`src/rtl/core/psot_pkg.sv`:
```
// ----------------------------------------------------------------------------
// psot_pkg: shared types and constants of the pending store overlap tracker
// Entry layout, command codes, controller states and the chain control bundle.
// ----------------------------------------------------------------------------
package psot_pkg;

	localparam int ADDR_W      = 64;
	localparam int LEN_W       = 13;
	localparam int DIM_W       = 8;
	localparam int ESZ_W       = 2;
	localparam int OCC_W       = 6;
	localparam int ROWLEN_W    = 11;
	// position width covers the largest supported table (256 entries and one more)
	localparam int POS_W       = 9;
	localparam int DEPTH_DEF   = 32;
	localparam int MAX_DIM_DEF = 255;

	typedef enum logic [2:0] {
		CMD_CLEAR = 3'd0,
		CMD_STORE = 3'd1,
		CMD_FENCE = 3'd2,
		CMD_CBO   = 3'd3,
		CMD_CHECK = 3'd4
	} cmd_t;

	typedef enum logic [2:0] {
		ST_IDLE,
		ST_SCAN,
		ST_ROW,
		ST_CHK,
		ST_DONE
	} state_t;

	typedef struct packed {
		logic [ADDR_W-1:0] addr;
		logic [LEN_W-1:0]  len;
		logic              io;
	} entry_t;

	typedef struct packed {
		logic             pop;
		logic             wr0;
		logic [POS_W-1:0] pos0;
		entry_t           dat0;
		logic             wr1;
		logic [POS_W-1:0] pos1;
		entry_t           dat1;
	} chain_ctrl_t;

endpackage

```
`src/rtl/core/psot_cell.sv`:
```
// ----------------------------------------------------------------------------
// psot_cell: one slot of the entry chain
// Holds one entry; on a pop takes its upper neighbour, or loads a written entry.
// ----------------------------------------------------------------------------
module psot_cell import psot_pkg::*; #(
	parameter logic [POS_W-1:0] IDX = '0
) (
	input  logic        clk,
	input  chain_ctrl_t ctrl,
	input  entry_t      nb,
	output entry_t      ent
);

	// payload only; validity is tracked by the count register of the top level
	entry_t ent_q;

	always_ff @(posedge clk) begin
		if (ctrl.wr0 && ctrl.pos0 == IDX) begin
			ent_q <= ctrl.dat0;
		end else if (ctrl.wr1 && ctrl.pos1 == IDX) begin
			ent_q <= ctrl.dat1;
		end else if (ctrl.pop) begin
			ent_q <= nb;
		end
	end

	assign ent = ent_q;

endmodule

```
`config.mk`:
```
export PLATFORM = sky130hd
export DESIGN_NAME = psot_cell
export DESIGN_NICKNAME = d
export VERILOG_FILES = /design/src/rtl/core/psot_pkg.sv /design/src/rtl/core/psot_cell.sv
export SDC_FILE = /design/constraint.sdc
export NUM_CORES = 1
export LEC_CHECK = 0
export ABC_AREA = 1
export BUFFER_PORTS_ARGS = -buffer_cell sky130_fd_sc_hd__clkbuf_2
export CORE_AREA = 4 4 129 131
export CTS_CLUSTER_DIAMETER = 40
export CTS_CLUSTER_SIZE = 24
export DETAILED_ROUTE_END_ITERATION = 7
export DIE_AREA = 0 0 133 135
export PLACE_DENSITY = 0.75
export SYNTH_ARGS = -nofsm -noshare
export SYNTH_HDL_FRONTEND = slang
export SYNTH_SLANG_ARGS = --single-unit
export TNS_END_PERCENT = 5
```
`constraint.sdc`:
```
create_clock -name clk -period 3.95 [get_ports clk]
set_clock_uncertainty 0.05 [all_clocks]
set_input_delay 0.395 -clock clk [delete_from_list [all_inputs] [get_ports clk]]
set_output_delay 0.395 -clock clk [all_outputs]
set_load 0.005 [all_outputs]
```
==> results of run 1 <==
==> through the flow <==
stage / utilization / instance area, um^2 / hold slack [ns] / instances / total power (uW)
detailed placement: 0.452 / 7050 / 0.675 / 1217 / 1400
CTS: 0.472 / 7360 / 0.312 / 1232 / 2270
global route: 0.472 / 7360 / 0.322 / 1233 / 2350
floorplan: - / 5290 / 0.585 / 714 / 1160
global placement: 0.452 / 7050 / 0.669 / 1217 / 1390
finish: 0.472 / 7360 / 0.336 / 1233 / 2240
==> report_power, final <==
part	total, uW	switching, uW	internal (uW)
Combinational	374	201	173
Sequential	1010	19.1	986
Clock	861	318	543
==> cell usage in the layout (no fill, tap or decap) <==
cell type / Yosys / routed
nor2_4: 1 / 4
clkbuf_16: 0 / 9
inv_1: 163 / 163
diode_2: 0 / 1
clkinv_1: 0 / 2
buf_2: 19 / 1
nand2_1: 162 / 162
bufinv_16: 0 / 2
buf_4: 3 / 10
nor2_2: 4 / 1
nand3_4: 0 / 1
nand3_2: 10 / 9
nand4_4: 1 / 1
nand4_1: 78 / 78
clkinv_2: 0 / 2
nand3b_1: 1 / 1
nor2_1: 9 / 9
buf_12: 0 / 1
nand2_2: 1 / 1
clkbuf_2: 0 / 332
inv_2: 1 / 1
edfxtp_1: 78 / 78
nand3_1: 148 / 148
==> area by class of cell <==
type,count,area (um^2)
antenna,1,2.50
clock buffer,9,225
clock inverter,6,77.6
fill,1591,8240
inverter,164,616
multi-input combinational,415,2060
sequential,78,2340
tap,216,270
timing repair buffer,344,1760
==> logic make-up after synthesis <==
group,after synthesis,synth area share
buffers and inverters,221,0.172
DFF,78,0.442
and+or+nand+nor,415,0.386
==> worst min-delay path: stages <==
cell and delay [ns]:
clkbuf_2 0.07, nand4_1 0.08, nand2_1 0.07
==> worst paths after layout <==
kind,start,endpoint,slack [ns]
setup / recovery,ctrl[85],ent[40],1.94
hold / removal,ctrl[144],ent[56],0.34
==> metal layers <==
| metal | routed length (um) | GRT usage |
|---|---|---|
| met1 | 7050 | 0.228 |
| met2 | 9230 | 0.357 |
| met3 | 1900 | 0.0514 |
| met4 | 541 | 0.0883 |
| met5 | 0 | 0 |
==> results by group, run 1 <==
STA
  – RSZ-0062 raised after global routing: false
  – Max Freq: 497 MHz
  – Worst-Margin Slew: between 0.9 and 1 ns
  – Setup violators final: 0
  – Setup TNS: 0 ns
  – Final hold vios: 0
  – Final slew viol count: 0
  – Fin crit period: approximately 2 ns
  – Final WS setup: approximately 1.9 ns
  – Max transition margin: 0.359
  – Crit share post-route: 0.509

Placed design
  – Gp weighted congestion: about 0.8
  – Hpwl dp: about 13000 um
  – Port Buffers: 333
  – Pre-CTS worst setup slack: around 1.6 ns

Clock tree
  – CTS resizes: 0
  – TritonCTS Buffers: 9
  – Clock buffer depth: 2
  – CTS Hold Bufs: 0
  – Clock root buffer: clkbuf_16
  – Htree depth: 3
  – Clock slew at reported path FFs: around 0.060 ns
  – Setup bufs post-CTS: 0
  – TritonCTS clock tree: built
  – Clock sink count: slightly below 80

Critical path
  – Crit Path Max Fanout: 46
  – Critical Path Stages: 7
  – Cell chain of the critical path: clkbuf_2 -> inv_1 -> nand2_1 -> nor2_1 -> nand3_4 -> nand3b_1 -> buf_4
  – Startpoint Class: input pin
  – Crit end category: register
  – Slowest stage cell, crit path: buf_4
  – Critical path's top delay family: simple AND/OR/NAND/NOR gates
  – Critical path arrival: about 1.9 ns
  – Largest stage delay, worst path: ~0.51 ns
  – Setup CP Type: input pin to register
  – Critical path buffers and inverters: 3
  – Worst Path Required: just under 4 ns

Drt
  – Via count: 5934
  – ANT nets after route: 0
  – Iter 0 DRT Violations: between 300 and 400
  – Pre-Repair DR Iteration Count: 5
  – Remaining DRCs: 0
  – Routed length per instance: ~15 um
  – Routed WL: roughly 19000 um
  – Drt via density: approximately 4.8

Logic synthesis
  – Netlist Area Pre-Place: 5290 um^2
  – Synth top area share: 0.442
  – Largest cells by area after synthesis: edfxtp_1 (44%), nand3_1 (14%), inv_1 (12%)
  – Largest area contributor in the synthesized netlist: edfxtp_1
  – Syn nets: 970
  – Yosys warns: 0
  – Syn avg cell area: 7.41 um^2
  – Register bit count reported by yosys: just under 80
  – Share of flip-flops with an asynchronous set or reset: 0
  – Most common cell in the netlist: inv_1
  – Post-synth EDFFs: 78
  – Seq/Total Area, Yosys: 0.442
  – Post-Synthesis Cells: 714
  – Post-synth cell types: 17
  – Most common flop cell mapped by yosys: edfxtp_1
  – Commonest cells in the netlist: inv_1 (163), nand2_1 (162), nand3_1 (148), edfxtp_1 (78), nand4_1 (78)

Power and ir drop
  – Pleak: about 0.0043 uW
  – Worst vdd ir: approximately 0.00022 V
  – Power Density: roughly 300 nW/um^2

Die
  – Rows: 46
  – Die width: around 130 um
  – Core area: between 15000 and 20000 um^2
  – IO Pins: 334
  – Die Area: around 18000 um^2
  – Initial Util: 0.339
  – Die Ht: roughly 140 um

Job
  – Max-cap violation count: 0

Min path
  – Worst hold-check path type: input pin to register
  – Hold depth: 3

Global route
  – Antenna violations before repair: 1
  – First-pass GRT wire length: 28600 um
  – Vias in the first global route: about 5900
  – GRT overflow: 0
  – Largest net degree at the start of global routing: 79
  – Tot GR Track Use: 0.201

Cells and area
  – Share of layout cells above drive strength 1: 0.369
  – Area Growth Syn to Fin: 39.0%
  – Layout net count: between 1000 and 1500
  – Max reg flops: 78

Status
  – Status: finished, final reports clean
(Power assumes the default switching activity.)
==> inputs of run 2 (changes only) <==
--- a/config.mk
+++ b/config.mk
@@ -5,14 +5,14 @@
 export SDC_FILE = /design/constraint.sdc
 export NUM_CORES = 1
 export LEC_CHECK = 0
-export ABC_AREA = 1
+export ABC_AREA = 0
 export BUFFER_PORTS_ARGS = -buffer_cell sky130_fd_sc_hd__clkbuf_2
-export CORE_AREA = 4 4 129 131
+export CORE_AREA = 4 4 126 128
 export CTS_CLUSTER_DIAMETER = 40
 export CTS_CLUSTER_SIZE = 24
 export DETAILED_ROUTE_END_ITERATION = 7
-export DIE_AREA = 0 0 133 135
-export PLACE_DENSITY = 0.75
+export DIE_AREA = 0 0 130 132
+export PLACE_DENSITY = 0.72
 export SYNTH_ARGS = -nofsm -noshare
 export SYNTH_HDL_FRONTEND = slang
 export SYNTH_SLANG_ARGS = --single-unit
==> constraint.sdc (replaced) <==
create_clock -name clk -period 2 [get_ports clk]
set_clock_uncertainty 0.05 [all_clocks]
set_input_delay 0.2 -clock clk [delete_from_list [all_inputs] [get_ports clk]]
set_output_delay 0.2 -clock clk [all_outputs]
set_load 0.005 [all_outputs]
==> run 2 against run 1 <==
Largest power group unchanged. First-iteration DRC count up 59%. Design area down 4.5%. Routed wire length up 13%. Clock power up 100%. Core utilization up 0.12 points. Setup slack worse by 1.8 ns. Count of clock-buffer cells in the layout up 1.
==> results by group, run 2 <==
Drt
  – WL met1: around 7700 um
  – Met2 wire length: just over 10000 um
  – Drt via density: a little over 6
  – Routed length per instance: roughly 22 um
  – Met3 WL: 2530 um
  – Via count: between 5000 and 6000
  – Remaining DRCs: 0
  – Iter 0 DRT Violations: ~620
  – ANT nets after route: 0
  – Pre-Repair DR Iteration Count: 6
  – Routed WL: between 20000 and 25000 um
  – Max layer used: met5

Cells and area
  – Commonest non-fill, non-tap cell in the layout: clkbuf_2
  – N_diodes: 0
  – Share of layout cells above drive strength 1: 0.494
  – Final core occ: 0.473
  – Post-route insts no fill: roughly 960
  – Fin area: about 7000 um^2
  – Area Growth Syn to Fin: 45.6%
  – Max reg flops: 78
  – # fillers: 1443
  – Layout net count: 1028

Critical path
  – Crit Path Max Fanout: between 40 and 50
  – Crit end category: register
  – Critical path's top delay family: simple AND/OR/NAND/NOR gates
  – Largest stage delay, worst path: around 0.66 ns
  – Startpoint Class: input pin
  – Slowest stage cell, crit path: or4_2
  – Setup CP Type: input pin to register
  – Worst Path Required: roughly 2.0 ns
  – Critical path arrival: about 1.9 ns
  – Cell chain of the critical path: clkbuf_2 -> or4_2 -> or3_4 -> nand3b_1 -> buf_12
  – Critical path buffers and inverters: 2

Logic synthesis
  – Largest cells by area after synthesis: edfxtp_1 (48%), o31ai_1 (12%), nor4_1 (10%)
  – Syn avg cell area: ~9.9 um^2
  – Synth top area share: 0.485
  – Post-synth EDFFs: approximately 80
  – Simple-gate share of the synthesized area: 0.220
  – Seq/Total Area, Yosys: 0.485
  – Largest area contributor in the synthesized netlist: edfxtp_1
  – Syn nets: between 700 and 800
  – Post-Synthesis Cells: between 400 and 500
  – Synth Area in Adders: 0
  – Yosys warns: 0
  – Post-synth cell types: 18
  – Share of flip-flops with an asynchronous set or reset: 0
  – Register bit count reported by yosys: 78
  – Most common flop cell mapped by yosys: edfxtp_1
  – XOR/XNOR share of the synthesized area: 0
  – Mux cell area share after synthesis: 0
  – Largest family of logic cells by synthesized area: compound AO/OA/AOI/OAI gates
  – Compound-cell area share of the yosys netlist: 0.222
  – Netlist Area Pre-Place: between 4000 and 5000 um^2
  – Commonest cells in the netlist: nor4_1 (79), a31oi_1 (78), edfxtp_1 (78), nand4_1 (78), o31ai_1 (78)
  – Most common cell in the netlist: nor4_1

STA
  – Fin crit period: approximately 1.9 ns
  – Worst-Margin Slew: around 0.88 ns
  – Final slew viol count: 0
  – Final hold vios: 0
  – Max Freq: roughly 520 MHz
  – Setup violators final: 0
  – Hold_ws: roughly 0.17 ns
  – Max transition margin: 0.412
  – Setup TNS: 0 ns
  – RSZ-0062 raised after global routing: false
  – Crit share post-route: 0.955

Die
  – IO Pins: between 300 and 400
  – Core area: 14900 um^2
  – Die Ht: between 100 and 150 um
  – Initial Util: 0.325
  – Die width: 130 um
  – Die Area: around 17000 um^2
  – Rows: 45

Global route
  – Largest net degree at the start of global routing: between 70 and 80
  – GRT overflow: 0
  – Tot GR Track Use: 0.234
  – First-pass GRT wire length: ~31000 um
  – Vias in the first global route: 5590
  – Antenna violations before repair: 1

Power and ir drop
  – Pleak: approximately 0.0027 uW
  – Combinational cell fraction of total power: 0.174
  – Switching Fraction: 0.250
  – Clock network power share: 0.388
  – Worst vdd ir: 0.000417 V
  – Power Density: about 640 nW/um^2
  – Cell Int Power: about 3400 uW
  – NetSw: between 1000 and 1500 uW
  – Part of the power in registers: 0.439

Placed design
  – Hpwl dp: approximately 15000 um
  – Placed Cells incl. Taps: between 900 and 1000
  – Port Buffers: 333
  – Dpl cell area: between 6000 and 7000 um^2
  – Gp weighted congestion: about 0.84

Clock tree
  – Clock sink count: approximately 80
  – CTS resizes: 1
  – TritonCTS Buffers: 9
  – Clock root buffer: clkbuf_16
  – CTS Hold Bufs: 0
  – Setup bufs post-CTS: 0
  – Clock slew at reported path FFs: 0.07 ns
  – Clock buffer depth: 2
  – TritonCTS clock tree: built
  – Htree depth: 3

Min path
  – Worst hold-check path type: input pin to register

Status
  – Status: finished, final reports clean

Job
  – Max-cap violation count: 0
==> run 2: stage by stage <==
step,worst slack (ns),total power [uW]
2_1_floorplan,-1.80,2290
3_3_place_gp,-0.343,2800
3_5_place_dp,-0.365,2800
4_1_cts,0.110,4560
5_1_grt,0.0274,4710
6_report,0.0909,4520
==> run 2: metal layers <==
metal	GRT usage	vias to the layer above
met1	0.296	2777
li1	-	2693
met3	0.0563	49
met4	0.0843	2
met2	0.385	434
met5	0	-
==> run 2: logic make-up after synthesis <==
logic type,count (synthesis)
flip-flops,78
buffers and inverters,88
AND/OR/NAND/NOR,168
AO/OA/AOI/OAI,156
==> run 2: cell type report <==
class,instances,area (um^2),share of cell area
Clock buffer,10,229,0.0326
Clock inverter,5,75.1,0.0107
Multi-Input combinational cell,324,2180,0.309
Sequential cell,78,2340,0.333
Tap cell,188,235,0.0335
Timing Repair Buffer,359,1970,0.281
==> run 2: path summary, 6_finish.rpt <==
kind              endpoint  slack (ns)  cells past startpoint      start
setup / recovery   ent[57]        0.09                      5  ctrl[166]
hold / removal     ent[47]        0.17                      3  ctrl[135]
==> run 2: power groups by stage <==
stage	Sequential [uW]	Combinational [uW]	Clock [uW]
global route	2000	848	1870
detailed placement	2020	781	0
floorplan	2040	248	0
global placement	2020	779	0
CTS	1990	784	1790
finish	1980	785	1750
==> run 2: tightest hold or removal path: cells and delay by family <==
| kind | cells | cell delay [ns] |
|---|---|---|
| buffers and inverters | 1 | 0.07 |
| and+or+nand+nor | 1 | 0.04 |
| AOI/OAI and AO/OA | 1 | 0.12 |
==> inputs of run 3 (changes only) <==
==> config.mk (replaced) <==
export PLATFORM = sky130hd
export DESIGN_NAME = psot_cell
export DESIGN_NICKNAME = d
export VERILOG_FILES = /design/src/rtl/core/psot_pkg.sv /design/src/rtl/core/psot_cell.sv
export SDC_FILE = /design/constraint.sdc
export NUM_CORES = 1
export LEC_CHECK = 0
export BUFFER_PORTS_ARGS = -buffer_cell sky130_fd_sc_hd__clkbuf_2
export CORE_AREA = 4 4 101 175
export CTS_CLUSTER_DIAMETER = 40
export CTS_CLUSTER_SIZE = 24
export DETAILED_ROUTE_END_ITERATION = 7
export DIE_AREA = 0 0 105 179
export PLACE_DENSITY = 0.67
export SYNTH_ARGS = -nofsm -noshare
export SYNTH_HDL_FRONTEND = slang
export SYNTH_SLANG_ARGS = --single-unit
==> run 3 against run 2 <==
Count of clock-buffer cells in the layout is 1 lower. Non-clock buffer count is 23 higher. Sequential cell count unchanged. First-iteration DRC count down 41%. Combinational power up 5.9%. Sequential power about the same. Critical path type unchanged. Via count grew 0.59%. Maximum frequency down 1.2%. Cell count increased by 3.2%.
==> results by group, run 3 (synthesis results as in run 2) <==
Status
  – Status: finished, final reports clean

Cells and area
  – Area Growth Syn to Fin: 51.1%
  – Max reg flops: 78
  – Share of layout cells above drive strength 1: 0.509
  – Layout net count: around 1100
  – Fin area: around 7300 um^2
  – Commonest non-fill, non-tap cell in the layout: clkbuf_2
  – # fillers: 1592
  – Final core occ: 0.448

STA
  – Worst-Margin Slew: a little over 0.6 ns
  – Final hold vios: 0
  – RSZ-0062 raised after global routing: false
  – Crit share post-route: 0.966
  – Final slew viol count: 0
  – Max Freq: roughly 520 MHz
  – Max transition margin: 0.591
  – Fin crit period: slightly below 2 ns
  – Setup TNS: 0 ns
  – Hold_ws: roughly 0.17 ns
  – Setup violators final: 0

Min path
  – Hold depth: 3
  – Worst hold-check path type: input pin to register
  – Worst Hold Endpoint: ent[60]
  – Hold wc startpoint: ctrl[148]

Drt
  – ANT nets after route: 0
  – Iter 0 DRT Violations: between 300 and 400
  – Drt via density: 6.02
  – Routed WL: about 22000 um
  – Routed length per instance: roughly 22 um
  – Remaining DRCs: 0
  – Pre-Repair DR Iteration Count: 7
  – Via count: 5990

Power and ir drop
  – Power Density: roughly 630 nW/um^2
  – Worst vdd ir: between 0.0003 and 0.0004 V
  – Pleak: 0.00287 uW

Placed design
  – Hpwl dp: 15800 um
  – Dpl cell area: a little under 7000 um^2
  – Gp weighted congestion: 0.910
  – Port Buffers: 333

Critical path
  – Startpoint Class: input pin
  – Worst Path Required: between 1.5 and 2 ns
  – Crit Path Max Fanout: 19
  – Setup CP Type: input pin to register
  – Crit end category: register
  – Critical path arrival: between 1.5 and 2 ns

Die
  – Core area: 16300 um^2
  – Die width: 105 um
  – Rows: 62
  – Die Ht: roughly 180 um
  – IO Pins: between 300 and 400
  – Initial Util: 0.296
  – Die Area: between 15000 and 20000 um^2

Global route
  – Largest net degree at the start of global routing: 79
  – Antenna violations before repair: 3
  – Tot GR Track Use: 0.220
  – GRT overflow: 0
  – Vias in the first global route: 5908
  – First-pass GRT wire length: approximately 32000 um

Clock tree
  – Htree depth: 3
  – Clock buffer depth: 2
  – CTS Hold Bufs: 0
  – TritonCTS Buffers: 9
  – Clock root buffer: clkbuf_16
  – Clock sink count: between 70 and 80
  – Clock slew at reported path FFs: approximately 0.070 ns
  – TritonCTS clock tree: built

Job
  – Max-cap violation count: 0
run 3: how the worst max path moves through the flow:
| stage | start | to | slack, ns | cells past startpoint |
|---|---|---|---|---|
| after floorplan | ctrl[173] | ent[0] | -1.80 | 6 |
| after global placement | ctrl[167] | ent[74] | -0.31 | 5 |
| after detailed placement | ctrl[167] | ent[55] | -0.34 | 5 |
| after CTS | ctrl[167] | ent[70] | 0.02 | 5 |
| after global routing | ctrl[167] | ent[30] | 0.02 | 6 |
| final | ctrl[167] | ent[29] | 0.07 | 6 |
run 3: repair_timing:
item	CTS	global route
buffers inserted	0	2
gates resized for setup	0	4
endpoints found under the setup margin	0	66
endpoints found under the hold margin	0	0
run 3: area by class of cell:
type                       count  area [um^2]  share of cell area
clock inverter                 7         97.6              0.0134
timing repair buffer         382         2210               0.303
tap                          192          240              0.0329
multi-input combinational    324         2180               0.298
clock buffer                   9          225              0.0309
sequential                    78         2340               0.321
antenna                        3         7.51             0.00103
run 3: per-stage QoR:
step	setup WS, ns	power, uW	std cells
detailed placement	-0.343	2830	972
global placement	-0.306	2830	972
finish	0.0681	4620	995
global route	0.0219	4810	995
floorplan	-1.80	2290	490
CTS	0.0219	4650	988
run 3: where the power goes:
group	internal [uW]	total, uW	switching (uW)
sequential	1950	1980	37.8
combinational	395	831	436
clock	1100	1810	711
total	3440	4620	1190
run 3: critical path, cell delays in order:
cell and delay, ns:
clkbuf_2 0.07, or4_2 0.69, or3_4 0.37, nand3b_1 0.22
buf_6 0.17, clkbuf_16 0.19
run 3: metal layers:
layer / vias up / GRT usage / wire (um)
li1: 2739 / - / -
met5: - / 0 / 0
met4: 0 / 0.112 / 825
met1: 2779 / 0.251 / 7810
met2: 410 / 0.386 / 11700
met3: 62 / 0.0490 / 1970
